### config.mk
export PLATFORM = sky130hd
export DESIGN_NAME = fcm_gain_mul
export DESIGN_NICKNAME = d
export VERILOG_FILES = /design/src/rtl/fcm_pkg.sv /design/src/rtl/fcm_gain_mul.sv
export SDC_FILE = /design/constraint.sdc
export NUM_CORES = 2
export LEC_CHECK = 0
export BUFFER_PORTS_ARGS = -buffer_cell sky130_fd_sc_hd__buf_2
export CORE_ASPECT_RATIO = 0.9
export CORE_MARGIN = 2
export CORE_UTILIZATION = 30
export DETAILED_ROUTE_END_ITERATION = 12
export PLACE_DENSITY = 0.4
export SETUP_SLACK_MARGIN = 0.05
export SYNTH_ARGS = -nofsm -noshare
export SYNTH_HDL_FRONTEND = slang
export SYNTH_SLANG_ARGS = --single-unit
### constraint.sdc
create_clock -name clk -period 21.3 [get_ports clk]
set_input_delay 4.26 -clock clk [delete_from_list [all_inputs] [get_ports clk]]
set_output_delay 4.26 -clock clk [all_outputs]
set_load 0.02 [all_outputs]
### src/rtl/fcm_pkg.sv
// fcm_pkg: shared widths, register indexes, reset values and types for the
// faded clip mixer. No dependencies.
package fcm_pkg;

  localparam int BUFFER_SAMPLES_DEF = 65536;
  localparam int MAX_CHANNELS_DEF   = 2;

  localparam int SAMPLE_W    = 16;
  localparam int FRAME_W     = 24;
  localparam int GAIN_W      = 16;
  localparam int DEST_W      = 16;
  localparam int CHCNT_W     = 2;
  localparam int CFG_IDX_W   = 3;
  localparam int CFG_DATA_W  = 24;
  localparam int RAMP_BITS   = 16;              // quotient bits of a ramp
  localparam int RAMP_W      = RAMP_BITS + 1;   // holds unity (1 << RAMP_BITS)
  localparam int Q_W         = 17;              // magnitude of the scaled sample
  localparam int SUM_W       = 19;              // entry +/- scaled sample
  localparam int ADDR_CALC_W = 28;              // (dest + frame) * channels + channel

  localparam int DIV_LAT = RAMP_BITS;           // one quotient bit per stage
  localparam int MUL_LAT = 3;                   // three registered multiplies

  localparam logic [RAMP_W-1:0] RAMP_UNITY = RAMP_W'(1) << RAMP_BITS;

  localparam logic [GAIN_W-1:0]  CLIP_GAIN_RST     = 16'd16384;
  localparam logic [CHCNT_W-1:0] CHANNEL_COUNT_RST = 2'd2;

  localparam logic REQ_MIX  = 1'b0;
  localparam logic REQ_READ = 1'b1;

  localparam logic signed [SAMPLE_W-1:0] SAMPLE_MAX = 16'sh7FFF;
  localparam logic signed [SAMPLE_W-1:0] SAMPLE_MIN = 16'sh8000;

  typedef enum logic [CFG_IDX_W-1:0] {
    REG_CLIP_GAIN     = 3'd0,
    REG_FADE_IN       = 3'd1,
    REG_FADE_OUT      = 3'd2,
    REG_CLIP_FRAMES   = 3'd3,
    REG_DEST_START    = 3'd4,
    REG_CHANNEL_COUNT = 3'd5
  } cfg_reg_t;

  typedef enum logic {
    ST_CLEAR,
    ST_RUN
  } fcm_state_t;

  // control bits of an item at the buffer write stage
  typedef struct packed {
    logic valid;
    logic is_read;
    logic drop;
    logic neg;
  } item_ctl_t;

endpackage

### src/rtl/fcm_gain_mul.sv
// fcm_gain_mul: three registered multiplies, gain by fade-in, by fade-out,
// then sample magnitude by effective gain. Uses fcm_pkg.
module fcm_gain_mul (
  input  logic                          clk,
  input  logic [fcm_pkg::GAIN_W-1:0]    clip_gain,
  input  logic [fcm_pkg::RAMP_W-1:0]    rin,
  input  logic [fcm_pkg::RAMP_W-1:0]    rout,
  input  logic [fcm_pkg::SAMPLE_W-1:0]  mag,
  output logic [fcm_pkg::Q_W-1:0]       q
);

  logic [32:0] p1;
  logic [32:0] p2;
  logic [31:0] p3;
  logic [15:0] g1;
  logic [15:0] g2;
  logic [fcm_pkg::RAMP_W-1:0]   rout_d;
  logic [fcm_pkg::SAMPLE_W-1:0] mag_d1;
  logic [fcm_pkg::SAMPLE_W-1:0] mag_d2;

  assign p1 = {17'b0, clip_gain} * {16'b0, rin};
  assign p2 = {17'b0, g1} * {16'b0, rout_d};
  assign p3 = {16'b0, mag_d2} * {16'b0, g2};

  always_ff @(posedge clk) begin
    g1     <= p1[31:16];
    rout_d <= rout;
    mag_d1 <= mag;
    g2     <= p2[31:16];
    mag_d2 <= mag_d1;
    q      <= p3[30:14];
  end

endmodule

==> metrics.md <==
| Metric | Value |
|---|---|
| Netlist cell types | `50` |
| Seq/Total Area, Yosys | `7.403%` |
| CTS resizes | `0` |
| CTS tree | `done` |
| Synth area leaders | `fa_1 (46%), ha_1 (14%), inv_1 (9.8%), and2_1 (8.5%), dfxtp_1 (7.4%)` |
| Hold Crit Class | `reg -> reg` |
| Setup repair bufs after CTS | `0` |
| Core Rows | `103` |
| WL per Instance | `between 15 and 20 um` |
| Syn Nets | `about 3.8k` |
| Syn Std Cell Area | `between 0.02 and 0.03 mm2` |
| Cells after Synth | `approximately 2.9k` |
| Actual slew at the worst max-slew pin | `around 1.0 ns` |
| Post-synth EDFFs | `0` |
| Fin crit share | `about 46%` |
| Fillers | `roughly 9.3k` |
| Most used DFF post-synth | `dfxtp_1` |
| Dominant cell type by area after synthesis | `fa_1` |
| Fmax | `about 100 MHz` |
| Residual DRC | `0` |
| First-pass GRT wire length | `roughly 110000 um` |
| Post-Route WL | `just under 70000 um` |
| Nets@finish | `3838` |
| IO Pins | `between 80 and 90` |
| Clk_lat worst skew | `0.39 ns` |
| Synthesis-stage register bit count | `slightly below 100` |
| Tmin final | `just under 10 ns` |
| Critical Path RT | `about 22 ns` |
| Worst setup SP type | `input port` |
| CTS root buf | `clkbuf_16` |
| Die width | `roughly 320 um` |
| DRT antenna net count | `0` |
| Final setup vio count | `0` |
| WS Path Type | `in -> reg` |
| Slew Limit Fails | `0` |
| CTS Sinks | `between 90 and 100` |
| Largest net degree at the start of global routing | `20` |
| Area grow syn2layout | `7.214%` |
| Setup TNS | `0 ns` |
| Post-synth top area share | `45.63%` |
| Crit. End Element | `flop` |
| Syn avg cell area | `a little over 9 um2` |
| Initial Util | `30.24%` |
| Crit Path Max Fanout | `17` |
| Vias in the first global route | `just over 20k` |
| CTS buffer count | `9` |
| Vias | `roughly 18k` |
| Most instantiated cells after synthesis | `inv_1 (693), fa_1 (604), nand2_1 (454)` |
| Routability cong. | `0.8259` |
| Die footprint | `0.09074 mm2` |
| Port bufs | `slightly above 80` |
| Area of the multi-input gates | `about 0.022 mm2` |
| DP HPWL | `54640 um` |
| Core ar. | `0.08763 mm2` |
| Vias per Instance | `roughly 4.5` |
| DR pass1 iterations | `5` |
| Ys async rst share | `0%` |
| GRT Overall Usage | `roughly 16%` |
| Endpoints failing hold | `0` |
| Congestion Overflow GR | `0` |
| RSZ-0062 raised after global routing | `false` |
| Reg clk slew, reported paths | `about 0.080 ns` |
| Outcome | `completed` |
| H-tree depth | `3` |
| Count leader, synth | `inv_1` |
| Clock skew | `0.007382 ns` |
| Starting DRT DRC Count | `699` |
| Synth Warn # | `0` |
| Initial antenna violation count | `2` |
| Clk buf depth | `2` |
| Share of cells above drive strength 1 | `4.446%` |
| Hold bufs inserted after CTS | `0` |
| Worst path arrival time | `roughly 10 ns` |
| Die Y | `~290 um` |
| Register Area | `approximately 0.002 mm2` |
| Max-slew headroom | `around 33%` |
| Max_cap viols | `0` |
kinds of logic (layout without fill, tap and decap cells):
family / Yosys count / after routing / synth area share, %
other: 0 / 2 / 0
buffers and inverters: 794 / 806 / 11.25
DFF: 98 / 98 / 7.403
adders and majority gates: 897 / 897 / 59.46
xor gates and xnor gates: 63 / 63 / 2.082
and+or+nand+nor: 885 / 885 / 16.29
AOI/OAI and AO/OA: 130 / 130 / 3.522
critical path, stage by stage:
cell      delay [ns]
buf_2           0.33
nand2_1         0.15
fa_1            0.55
inv_1           0.05
fa_1            0.47
fa_1            0.59
fa_1            0.44
fa_1            0.49
inv_1           0.05
fa_1            0.47
inv_1           0.05
ha_1            0.34
a21o_1          0.19
a21o_1          0.17
a221oi_1        0.23
o21ai_0         0.19
o21ai_2         0.27
a31oi_2         0.16
o22a_1          0.26
a21oi_1         0.18
xnor2_1         0.13
per-stage QoR:
| step | instance area, um2 | setup WS, ns | std cells | hold slack [ns] | util, % |
|---|---|---|---|---|---|
| final | 28410 | 11.56 | 4036 | 0.3302 | 32.42 |
| after CTS | 28410 | 11.50 | 4034 | 0.3332 | 32.42 |
| after global routing | 28410 | 11.15 | 4034 | 0.3394 | 32.42 |
| after floorplan | 26500 | 11.54 | 2867 | 0.3096 | - |
| after detailed placement | 28080 | 11.08 | 4018 | 0.3179 | 32.05 |
| after global placement | 28080 | 11.21 | 4018 | 0.3173 | 32.05 |
cell type report:
type                            count  area share, %
Antenna cell                        2        0.01761
Clock buffer                        9         0.7926
Clock inverter                      7         0.3479
Inverter                          694          9.168
Multi-Input combinational cell   1975          75.88
Sequential cell                    98          6.905
Tap cell                         1155          5.086
Timing Repair Buffer               96          1.805
layer usage:
metal / global-route usage (%) / up-vias / wire length, um
met4: 2.829 / 0 / 808
li1: - / 8365 / -
met5: 0 / - / 0
met3: 1.363 / 52 / 1725
met1: 23.53 / 9468 / 34300
met2: 26.22 / 244 / 31820
placed cells by master (no fill, tap or decap), types with 25 or more instances in the layout:
cell and n:
inv_1 693, fa_1 604, nand2_1 454, and2_1 358, ha_1 293, dfxtp_1 98
buf_2 83, xnor2_1 41, a21oi_1 36, a21o_1 26, nor2_1 25
state kept, by name, summed over array words and instances, names as in the netlist:
name,flops
q,17
rout_d,17
g1,16
g2,16
mag_d1,16
mag_d2,16
path summary, 6_finish.rpt:
check                                        from                end  slack, ns  cells past startpoint
worst max-delay path                 clip_gain[7]     g1[15]$_DFF_P_      11.56                     21
worst max register to register      g1[1]$_DFF_P_     g2[11]$_DFF_P_      14.38                     20
worst min register to register  mag_d1[8]$_DFF_P_  mag_d2[8]$_DFF_P_       0.33                      0
worst min-delay path            mag_d1[8]$_DFF_P_  mag_d2[8]$_DFF_P_       0.33                      0
Power is left out: the tool's default activity adds up to more than one toggle a clock period on the data nets, which glitch-free logic cannot reach.
