File: src/rtl/fcm_pkg.sv
// fcm_pkg: shared widths, register indexes, reset values and types for the
// faded clip mixer. No dependencies.
package fcm_pkg;

  localparam int BUFFER_SAMPLES_DEF = 65536;
  localparam int MAX_CHANNELS_DEF   = 2;

  localparam int SAMPLE_W    = 16;
  localparam int FRAME_W     = 24;
  localparam int GAIN_W      = 16;
  localparam int DEST_W      = 16;
  localparam int CHCNT_W     = 2;
  localparam int CFG_IDX_W   = 3;
  localparam int CFG_DATA_W  = 24;
  localparam int RAMP_BITS   = 16;              // quotient bits of a ramp
  localparam int RAMP_W      = RAMP_BITS + 1;   // holds unity (1 << RAMP_BITS)
  localparam int Q_W         = 17;              // magnitude of the scaled sample
  localparam int SUM_W       = 19;              // entry +/- scaled sample
  localparam int ADDR_CALC_W = 28;              // (dest + frame) * channels + channel

  localparam int DIV_LAT = RAMP_BITS;           // one quotient bit per stage
  localparam int MUL_LAT = 3;                   // three registered multiplies

  localparam logic [RAMP_W-1:0] RAMP_UNITY = RAMP_W'(1) << RAMP_BITS;

  localparam logic [GAIN_W-1:0]  CLIP_GAIN_RST     = 16'd16384;
  localparam logic [CHCNT_W-1:0] CHANNEL_COUNT_RST = 2'd2;

  localparam logic REQ_MIX  = 1'b0;
  localparam logic REQ_READ = 1'b1;

  localparam logic signed [SAMPLE_W-1:0] SAMPLE_MAX = 16'sh7FFF;
  localparam logic signed [SAMPLE_W-1:0] SAMPLE_MIN = 16'sh8000;

  typedef enum logic [CFG_IDX_W-1:0] {
    REG_CLIP_GAIN     = 3'd0,
    REG_FADE_IN       = 3'd1,
    REG_FADE_OUT      = 3'd2,
    REG_CLIP_FRAMES   = 3'd3,
    REG_DEST_START    = 3'd4,
    REG_CHANNEL_COUNT = 3'd5
  } cfg_reg_t;

  typedef enum logic {
    ST_CLEAR,
    ST_RUN
  } fcm_state_t;

  // control bits of an item at the buffer write stage
  typedef struct packed {
    logic valid;
    logic is_read;
    logic drop;
    logic neg;
  } item_ctl_t;

endpackage

File: src/rtl/fcm_ramp_div.sv
// fcm_ramp_div: pipelined restoring divider for one fade ramp,
// floor(num * 2^16 / den) for num < den, or unity when full is set. Uses fcm_pkg.
module fcm_ramp_div (
  input  logic                          clk,
  input  logic [fcm_pkg::FRAME_W-1:0]   num,
  input  logic [fcm_pkg::FRAME_W-1:0]   den,
  input  logic                          full,
  output logic [fcm_pkg::RAMP_W-1:0]    ramp
);

  localparam int STAGES = fcm_pkg::RAMP_BITS;
  localparam int NW     = fcm_pkg::FRAME_W;

  logic [NW-1:0]     rem    [1:STAGES-1];
  logic [STAGES-1:0] quo    [1:STAGES];
  logic              full_p [1:STAGES];

  for (genvar i = 0; i < STAGES; i++) begin : g_step
    logic [NW-1:0]     r_in;
    logic [STAGES-1:0] q_in;
    logic              f_in;
    logic [NW:0]       dbl;
    logic [NW:0]       diff;
    logic              ge;

    if (i == 0) begin : g_first
      assign r_in = num;
      assign q_in = '0;
      assign f_in = full;
    end else begin : g_next
      assign r_in = rem[i];
      assign q_in = quo[i];
      assign f_in = full_p[i];
    end

    assign dbl  = {r_in, 1'b0};
    assign ge   = dbl >= {1'b0, den};
    assign diff = dbl - {1'b0, den};

    always_ff @(posedge clk) begin
      quo[i+1]    <= {q_in[STAGES-2:0], ge};
      full_p[i+1] <= f_in;
    end

    if (i < STAGES - 1) begin : g_rem
      always_ff @(posedge clk) begin
        rem[i+1] <= ge ? diff[NW-1:0] : dbl[NW-1:0];
      end
    end
  end

  assign ramp = full_p[STAGES] ? fcm_pkg::RAMP_UNITY : {1'b0, quo[STAGES]};

endmodule

File: config.mk
export PLATFORM = sky130hd
export DESIGN_NAME = fcm_ramp_div
export DESIGN_NICKNAME = d
export VERILOG_FILES = /design/src/rtl/fcm_pkg.sv /design/src/rtl/fcm_ramp_div.sv
export SDC_FILE = /design/constraint.sdc
export NUM_CORES = 1
export LEC_CHECK = 0
export ABC_CLOCK_PERIOD_IN_PS = 4800
export BUFFER_PORTS_ARGS = -buffer_cell sky130_fd_sc_hd__buf_2
export CAP_MARGIN = 20
export CORE_MARGIN = 4
export CORE_UTILIZATION = 50
export DETAILED_ROUTE_END_ITERATION = 6
export PLACE_DENSITY_LB_ADDON = 0.05
export SETUP_SLACK_MARGIN = 0.5
export SYNTH_ARGS = -nofsm -noshare
export SYNTH_HDL_FRONTEND = slang
export SYNTH_SLANG_ARGS = --single-unit
File: constraint.sdc
create_clock -name clk -period 4.8 [get_ports clk]
set_input_delay 1.44 -clock clk [delete_from_list [all_inputs] [get_ports clk]]
set_output_delay 1.44 -clock clk [all_outputs]
set_load 0.01 [all_outputs]
==> key figures, run 1 <==
Floorplanning
  – Core ar.: 62200 um^2
  – Die Area: 67300 um^2
  – Die Span X: 259 um
  – # rows: 91
  – DIE HEIGHT: 259 um
  – Initial Util: 50.8%
  – IO Count: 67

Detailed routing
  – Total Wirelength: 87800 um
  – First-pass detailed-route iteration total: 5
  – Routed wl met3: 4290 um
  – Met1 wire length: 38800 um
  – Metal2 WL: 41200 um
  – Max Used Layer: met5
  – DR iter-0 viols: 1785
  – Via count: 26600
  – Antenna viol nets, final: 0
  – Avg WL per Cell: 19.1 um
  – DRC: 0
  – DR vias/cell: 5.76

Final layout
  – FF+latch area: 10200 um^2
  – Filler instances: 5623
  – Diodes inserted: 0
  – Fin nets: 4169
  – Most common cell after layout, fill and taps aside: dfxtp_1
  – Area occupied by multi-input gates: 20800 um^2
  – Area Growth Syn to Fin: 15.6%
  – Share of cells above drive strength 1: 13.8%
  – Util after Layout: 58.8%
  – Most frequent cells in the layout: dfxtp_1, ha_1, a21oi_1
  – Layout Cells excl Fill: 4607

CTS
  – Clock Tree Root: clkbuf_16
  – CTS Buf Count: 59
  – CTS tree: yes
  – Clk slew on worst S/H paths: 0.06 ns
  – Max clock buf depth: 3
  – Clock Sinks: 512
  – H-tree depth: 2
  – Hold_buf cts: 0
  – Worst-skew pair later-pin latency: 0.66 ns

Global routing
  – Total congestion overflow: 0
  – Largest net degree at the start of global routing: 47
  – Initial antenna violation count: 5
  – Tot GR Track Use: 25.1%
  – Vias in the first global route: 25600
  – Wire length of the first global-routing pass: 136000 um

Power and ir drop
  – Pleak: 16.3 nW
  – Worst VDD drop: 429 uV
  – Power per cell area: 824 nW/um^2

Yosys
  – Synth Register Bits: 512
  – Mapped Area: 31600 um^2
  – Synth cell types: 82
  – FFs w/ async S/R, synth: 0%
  – Syn_nets: 3996
  – Post-synthesis sequential area ratio: 32.4%
  – EDFF count, synth: 0
  – Synth Warn #: 0
  – Post-synth top flop: dfxtp_1
  – Syn avg cell area: 8.91 um^2
  – Syn Inst Count: 3548

Min path
  – HP Class: reg2reg

STA
  – Final worst path period share: 86.7%
  – Skew final: 0.0428 ns
  – Setup Viol. Count Final: 0
  – Minimum clock period: 4.16 ns
  – Actual slew at the worst max-slew pin: 0.660 ns
  – Fin. max-slew vios: 0
  – Maximum clock frequency: 0.240 GHz
  – RSZ-0062 raised after global routing: no
  – Hold Fails Final Rpt: 0
  – Slew margin rel.: 56.0%

Place
  – Gp weighted congestion: 0.922
  – Total placed cells including tap cells: 4493
  – Port-buffer cells: 66
  – HPWL Detailed: 68400 um

Worst setup path
  – Critical path's slowest cell: ha_1
  – Startpoint Class: primary input
  – Max stage delay on crit path: 0.42 ns
  – Crit Path Class: in2reg
  – Top fanout value on the critical path: 8
  – Arr. time, crit path: 4.68 ns
  – Data required, critical path: 5.32 ns
  – Crit-path most repeated cell: nor3_1
  – CP cell instances: buf_2 > clkinvlp_4 > ha_1 > nor2b_1 > o31a_1 > o31ai_1 > a21boi_0 > or2_2 > a21oi_1 > nor3_1 > nor3_1 > xnor2_1 > mux2_1
  – Critical Path End Type: register

Job
  – Number of max-cap violations: 0

Status
  – Status: completed
==> registers in the layout, indices dropped and copies added (netlist names) <==
register  flops
quo         136
rem         360
full_p       16
==> power by group <==
group,switching [W],internal (W)
sequential,0.00123,0.00654
clock,0.00195,0.00298
combinational,0.00911,0.00829
==> cell type report <==
class | count | share of cell area, %
Multi-Input combinational cell | 2823 | 56.9
Sequential cell | 512 | 28.1
Timing Repair Buffer | 208 | 4.87
Clock buffer | 71 | 4.47
Tap cell | 837 | 2.87
Clock inverter | 39 | 1.51
Inverter | 117 | 1.29
==> Yosys cell counts, drive strengths merged, types with 7 or more instances <==
library cell	instances	area, um^2
dfxtp	512	10200
ha	383	4790
a21oi	354	1780
o21ai	271	1360
nand2	267	1000
nor2	216	811
xnor2	197	1730
a21o	169	1270
mux2	149	1720
inv	117	439
xor2	101	885
nand3	78	390
clkbuf	67	251
nor2b	67	419
nand2b	52	325
nand4	48	300
o21a	45	338
a31oi	44	275
nor3	36	180
and3	30	188
buf	29	185
o21bai	29	218
o31ai	29	223
a211oi	22	170
and2	19	119
o211ai	17	128
or3	17	106
fa	15	300
nor4	15	93.8
a21boi	13	97.6
and4	13	114
a211o	12	105
mux2i	11	110
a311o	8	80.1
a2111oi	7	80.1
a221oi	7	67.6
or2	7	43.8
==> path summary, 6_finish.rpt <==
check | from | slack (ns) | depth (start not counted) | endpoint
max | den[2] | 0.64 | 13 | rem[3][44]$_DFF_P_
min | quo[1][52]$_DFF_P_ | 0.31 | 0 | quo[2][5]$_DFF_P_
max reg2reg | rem[3][5]$_DFF_P_ | 1.50 | 12 | rem[3][44]$_DFF_P_
min reg2reg | quo[1][52]$_DFF_P_ | 0.31 | 0 | quo[2][5]$_DFF_P_
==> repair_timing <==
action	CTS	global route
gates resized for setup	0	3
hold endpoints to repair	0	0
setup buffers	0	3
endpoints found under the setup margin	0	18
==> layer usage <==
metal  vias to the layer above  global-route usage, %
li1                      13200                      -
met2                       687                   43.0
met3                       182                   3.18
met4                         2                   8.96
met5                         -                      0
met1                     12500                   32.6
==> through the flow <==
| step | instance area (um^2) | setup slack [ns] | hold WS (ns) | power (W) | TNS (ns) |
|---|---|---|---|---|---|
| 3_5_place_dp | 34300 | -0.0485 | 0.312 | 0.0250 | -0.250 |
| 2_1_floorplan | 31900 | 0.400 | 0.310 | 0.0207 | 0 |
| 4_1_cts | 36500 | 0.637 | 0.306 | 0.0301 | 0 |
| 5_1_grt | 36500 | 0.528 | 0.324 | 0.0325 | 0 |
| 6_report | 36500 | 0.640 | 0.313 | 0.0301 | 0 |
| 3_3_place_gp | 34300 | 0.0379 | 0.309 | 0.0247 | 0 |
==> logic make-up after synthesis <==
logic type | Yosys count | share of synthesized area (%)
simple gates | 885 | 13.5
compound gates | 1082 | 21.2
fa+ha+maj | 398 | 16.1
xor+xnor | 298 | 8.26
flops | 512 | 32.4
mux | 160 | 5.78
buf+inv | 213 | 2.77
==> worst max-delay path, delay by kind of cell <==
| kind | cells | cell delay, ns |
|---|---|---|
| buffers and inverters | 2 | 0.32 |
| and+or+nand+nor | 4 | 0.88 |
| xor gates and xnor gates | 1 | 0.11 |
| AOI/OAI and AO/OA | 4 | 1.20 |
| adders and majority gates | 1 | 0.42 |
| muxes | 1 | 0.30 |
(Power assumes the default switching activity.)
==> run 2, diff against run 1 <==
- ABC_CLOCK_PERIOD_IN_PS: 4800 -> 4150
- CAP_MARGIN: 20 -> 15
- clock period: 4.8 -> 4.15 ns (I/O delays scaled with it)
==> run 2 against run 1 <==
  * Cell count is 12% higher
  * Critical path depth up 3
  * Worst hold slack improved by 0.0067 ns
==> key figures, run 2 (same netlist as run 1, synthesis figures left out) <==
Status
  – Status: completed

CTS
  – CTS Buf Count: 57 (-3.4%)
  – CTS tree: yes
  – Max clock buf depth: 3 (unchanged)
  – Clock Sinks: 512 (unchanged)
  – Clock Tree Root: clkbuf_16
  – Worst-skew pair later-pin latency: 0.63 ns (-0.03 ns)
  – Clk slew on worst S/H paths: 0.06 ns (about the same)
  – H-tree depth: 2 (unchanged)
  – Hold_buf cts: 0 (unchanged)

Power and ir drop
  – Gate power share: 65.9% (+8.1 points)
  – Pleak: 19.8 nW (+21%)
  – Sequential share of power: 21.8% (-4.0 points)
  – Worst VDD drop: 577 uV (+34%)
  – Overall power: 0.0419 W (+39%)
  – Psw: 0.0167 W (+36%)
  – Net Sw Frac: 39.9% (-0.93 points)
  – Internal power: 0.0252 W (+41%)
  – Power per cell area: 968 nW/um^2 (+17%)
  – Clock power frac: 12.3% (-4.1 points)

Final layout
  – Most frequent cells in the layout: buf_4, dfxtp_1, ha_1
  – Reg with most FFs: rem
  – Share of cells above drive strength 1: 30.5% (+17 points)
  – Util after Layout: 69.6% (+11 points)
  – Fin area: 43300 um^2 (+18%)
  – Fin nets: 4741 (+14%)
  – Largest regs: rem (360), quo (136), full_p (16)
  – Max FFs per register: 360 (unchanged)
  – Most common cell after layout, fill and taps aside: buf_4
  – Diodes inserted: 0 (unchanged)
  – Area Growth Syn to Fin: 36.9%

Place
  – Post-DP Area: 37800 um^2 (+10%)
  – Port-buffer cells: 66 (unchanged)
  – Gp weighted congestion: 0.952 (+3.2%)
  – HPWL Detailed: 74900 um (+9.6%)
  – Placement Setup Slack: -0.326 ns (-0.277 ns)

Min path
  – HP Class: reg2reg

Global routing
  – Initial antenna violation count: 4 (-1)
  – Largest net degree at the start of global routing: 48 (+2.1%)
  – Tot GR Track Use: 27.7% (+2.6 points)
  – Vias in the first global route: 28800 (+13%)
  – Wire length of the first global-routing pass: 151000 um (+11%)
  – Total congestion overflow: 0 (unchanged)

Worst setup path
  – Crit Path Class: in2reg
  – Top fanout value on the critical path: 5 (-3)
  – Arr. time, crit path: 4.33 ns (-0.35 ns)
  – Startpoint Class: primary input
  – Critical Path End Type: register
  – Data required, critical path: 4.66 ns (-0.66 ns)

Floorplanning
  – # rows: 91 (unchanged)
  – Initial Util: 50.8% (unchanged)
  – Core ar.: 62200 um^2 (unchanged)
  – DIE HEIGHT: 259 um (unchanged)
  – Die Span X: 259 um (unchanged)
  – IO Count: 67 (unchanged)
  – Die Area: 67300 um^2 (unchanged)

STA
  – Final worst path period share: 92.0%
  – Skew final: 0.0275 ns (-0.0153 ns)
  – Fin. max-slew vios: 0 (unchanged)
  – Minimum clock period: 3.82 ns
  – Slew margin rel.: 38.2% (-18 points)
  – Maximum clock frequency: 0.262 GHz
  – Actual slew at the worst max-slew pin: 0.925 ns (+0.265 ns)
  – RSZ-0062 raised after global routing: yes
  – Setup Viol. Count Final: 0 (unchanged)
  – Setup tns final: 0 ns (unchanged)
  – Worst setup margin: 0.332 ns (-0.307 ns)
  – Hold Fails Final Rpt: 0 (unchanged)

Detailed routing
  – Via count: 29300 (+10%)
  – Total Wirelength: 101000 um (+15%)
  – DR vias/cell: 5.66 (-1.9%)
  – DR iter-0 viols: 1764 (-1.2%)
  – DRC: 0 (unchanged)
  – First-pass detailed-route iteration total: 6 (+1)
  – Avg WL per Cell: 19.5 um (+2.5%)
  – Antenna viol nets, final: 0 (unchanged)

Job
  – Number of max-cap violations: 0 (unchanged)
[run 2: power by group through the flow]
stage | logic [W] | registers, W | clock network, W
after floorplan | 0.0159 | 0.00839 | 0
after global placement | 0.0223 | 0.00907 | 0
after detailed placement | 0.0229 | 0.00909 | 0
after CTS | 0.0241 | 0.00902 | 0.00530
after global routing | 0.0300 | 0.00932 | 0.00549
final | 0.0276 | 0.00912 | 0.00517
[run 2: layout make-up]
| type | instances | area, um^2 |
|---|---|---|
| inverters | 117 | 477 |
| repair buffers | 782 | 7090 |
| clock buffers | 75 | 1620 |
| fillers | 4867 | 18900 |
| well taps | 837 | 1050 |
| clock inverters | 29 | 307 |
| multi-input cells | 2823 | 22500 |
| flip-flops and latches | 512 | 10200 |
[run 2: per-stage QoR]
stage | instances | hold slack (ns)
after global routing | 5175 | 0.330
final | 5175 | 0.320
after floorplan | 3548 | 0.310
after CTS | 5087 | 0.322
after global placement | 4938 | 0.310
after detailed placement | 4938 | 0.312
[run 2: per-layer routing]
metal	up-vias	GRT usage [%]	routed length [um]
met1	13900	34.9	43700
met3	243	3.57	4740
li1	14400	-	-
met5	-	0	10
met4	2	10.9	4540
met2	752	48.3	48100
[run 2: final timing paths]
| check | start | end | slack (ns) | cells past startpoint |
|---|---|---|---|---|
| worst max-delay path | den[5] | rem[0][27]$_DFF_P_ | 0.33 | 16 |
| worst min-delay path | quo[2][20]$_DFF_P_ | quo[2][37]$_DFF_P_ | 0.32 | 0 |
| worst max register to register | rem[3][5]$_DFF_P_ | rem[3][32]$_DFF_P_ | 0.94 | 12 |
| worst min register to register | quo[2][20]$_DFF_P_ | quo[2][37]$_DFF_P_ | 0.32 | 0 |
[run 2: critical path, cell delays in order]
cell and delay (ns):
buf_6 0.08, clkinvlp_4 0.18, buf_4 0.20, buf_12 0.13, buf_12 0.12, ha_4 0.15
a21o_4 0.22, nor3_2 0.16, o211ai_1 0.13, and2_4 0.19, a311o_1 0.35, a221oi_2 0.32
a21oi_2 0.10, o32a_4 0.30, buf_16 0.18, mux2_2 0.26
[run 2: what timing repair did]
item                                    in CTS  in global routing
endpoints found under the setup margin     200                346
gates cloned                                 7                 27
buffers inserted                            38                 61
hold endpoints to repair                     0                  0
pin swaps                                   26                124
gates resized for setup                     86                392
==> run 3, diff against run 2 <==
- CORE_MARGIN: 4 -> 5
==> run 3 against run 2 <==
  * Fmax decreased by 0.87%
  * Flip-flop and latch count unchanged
  * Utilization decreased by 0.67 points
  * Critical endpoint is now rem[3][33]$_DFF_P_
  * Largest power group unchanged
  * Via count decreased by 0.14%
  * Largest cell class unchanged
  * Global-route usage decreased by 0.42 points
  * Combinational power decreased by 2%
  * Power decreased by 0.77%
==> key figures, run 3 (same netlist as run 1, synthesis figures left out) <==
Global routing
  – Total congestion overflow: 0 (unchanged)
  – Initial antenna violation count: 2 (-2)
  – Vias in the first global route: 28500 (-1.2%)
  – Tot GR Track Use: 27.3% (-0.42 points)
  – Largest net degree at the start of global routing: 38 (-21%)
  – Wire length of the first global-routing pass: 150000 um (-0.29%)

Final layout
  – Fin nets: 4766 (+0.53%)
  – Fin area: 43300 um^2 (+0.12%)
  – Share of cells above drive strength 1: 30.9% (+0.32 points)
  – Layout Cells excl Fill: 5213 (+0.73%)
  – Reg with most FFs: rem
  – Area Growth Syn to Fin: 37.1%
  – Most common cell after layout, fill and taps aside: buf_4
  – Most frequent cells in the layout: buf_4, dfxtp_1, ha_1
  – Max FFs per register: 360 (unchanged)
  – Largest regs: rem (360), quo (136), full_p (16)
  – Diodes inserted: 0 (unchanged)

Detailed routing
  – Total Wirelength: 102000 um (+1.1%)
  – First-pass detailed-route iteration total: 6 (unchanged)
  – DR iter-0 viols: 1830 (+3.7%)
  – Metal2 WL: 48200 um (+0.23%)
  – Via count: 29200 (-0.14%)
  – DR vias/cell: 5.61 (-0.87%)
  – Routed wl met3: 5600 um (+18%)
  – Max Used Layer: met4
  – Avg WL per Cell: 19.6 um (+0.37%)
  – Met1 wire length: 45100 um (+3.3%)
  – DRC: 0 (unchanged)
  – Antenna viol nets, final: 0 (unchanged)

Min path
  – Hold wc startpoint: quo[3][26]$_DFF_P_
  – WHS Path Cells: 0 (unchanged)
  – HP Class: reg2reg

Floorplanning
  – Die Span X: 261 um (+0.77%)
  – DIE HEIGHT: 261 um (+0.77%)
  – # rows: 92 (+1.1%)
  – Die Area: 68300 um^2 (+1.5%)
  – Initial Util: 50.3% (-0.55 points)
  – Core ar.: 62900 um^2 (+1.1%)
  – IO Count: 67 (unchanged)

STA
  – RSZ-0062 raised after global routing: yes
  – Slew margin rel.: 66.2% (+28 points)
  – Maximum clock frequency: 0.260 GHz (-0.87%)
  – Final worst path period share: 92.8% (+0.81 points)
  – Minimum clock period: 3.85 ns (+0.0335 ns)
  – Setup tns final: 0 ns (unchanged)
  – Skew final: 0.0237 ns (-0.00382 ns)
  – Fin. max-slew vios: 0 (unchanged)
  – Setup Viol. Count Final: 0 (unchanged)
  – Hold Fails Final Rpt: 0 (unchanged)
  – Worst setup margin: 0.299 ns (-0.0335 ns)
  – Actual slew at the worst max-slew pin: 0.501 ns (-0.425 ns)

CTS
  – CTS Buf Count: 58 (+1.8%)
  – Clock Tree Root: clkbuf_16
  – Hold_buf cts: 0 (unchanged)
  – Max clock buf depth: 3 (unchanged)
  – Worst-skew pair later-pin latency: 0.63 ns (about the same)
  – Clock Sinks: 512 (unchanged)
  – CTS tree: yes
  – H-tree depth: 2 (unchanged)
  – Clk slew on worst S/H paths: 0.06 ns (about the same)

Worst setup path
  – Critical path's slowest cell: or4_4
  – Worst setup path startpoint: den[11]
  – Max stage delay on crit path: 0.58 ns (+0.23 ns)
  – Arr. time, crit path: 4.36 ns (+0.03 ns)
  – Crit Path Class: in2reg
  – Stages on worst setup path: 14 (-2)
  – CP cell instances: buf_2 > clkinvlp_4 > buf_4 > ha_1 > nand4_1 > nor2_2 > a211oi_2 > o31ai_4 > a311o_1 > o21ai_2 > a21oi_2 > or4_4 > clkbuf_16 > mux2_4
  – Worst r2r path cells: 12 (unchanged)
  – Worst r2r src: rem[3][5]$_DFF_P_
  – Critical Path End Type: register
  – Startpoint Class: primary input
  – Number of buffers and inverters on the critical path: 4 (-2)
  – CP delay by family, top: compound AO/OA/AOI/OAI gates
  – Top fanout value on the critical path: 6 (+1)
  – Data required, critical path: 4.66 ns (about the same)

Place
  – Total placed cells including tap cells: 4980 (+0.85%)
  – HPWL Detailed: 76000 um (+1.5%)
  – Gp weighted congestion: 0.969 (+1.8%)
  – Port-buffer cells: 66 (unchanged)
  – Placement Setup Slack: -0.347 ns (-0.0215 ns)
  – Post-DP Area: 38100 um^2 (+0.83%)

Status
  – Status: completed

Power and ir drop
  – Worst VDD drop: 515 uV (-11%)
  – Power per cell area: 959 nW/um^2 (-0.89%)
  – Pleak: 19.8 nW (+0.39%)

Job
  – Number of max-cap violations: 0 (unchanged)
[run 3: metrics by stage]
step                total power, W  util (%)  hold slack (ns)
finish                      0.0416      68.9            0.324
global route                0.0444      68.9            0.328
CTS                         0.0383      64.8            0.324
detailed placement          0.0323      60.6            0.312
global placement            0.0318      60.6            0.310
floorplan                   0.0243         -            0.310
[run 3: path summary, 6_finish.rpt]
check / endpoint / slack, ns
worst min register to register: quo[3][43]$_DFF_P_ / 0.32
worst min-delay path: quo[3][43]$_DFF_P_ / 0.32
worst max register to register: rem[3][33]$_DFF_P_ / 0.86
worst max-delay path: rem[3][33]$_DFF_P_ / 0.30
[run 3: metal layers]
layer | GRT usage, % | vias to the layer above
li1 | - | 14400
met1 | 35.9 | 13900
met2 | 46.6 | 755
met3 | 4.11 | 181
met4 | 8.31 | 0
met5 | 0 | -
[run 3: power breakdown]
part / leakage [nW] / internal [W] / switching (W) / total, W
clock network: 0.950 / 0.00312 / 0.00217 / 0.00529
registers: 4.31 / 0.00756 / 0.00162 / 0.00918
logic: 14.6 / 0.0143 / 0.0127 / 0.0271
[run 3: layout make-up]
type	count	area [um^2]
fillers	4988	19500
repair buffers	806	7190
flip-flops and latches	512	10200
clock inverters	38	430
clock buffers	71	1560
well taps	846	1060
inverters	117	480
multi-input cells	2823	22400
[run 3: timing repair]
item | CTS | global route
pin swaps | 9 | 100
endpoints found under the setup margin | 242 | 363
gates resized for setup | 72 | 375
buffers inserted | 29 | 65
gates cloned | 4 | 26
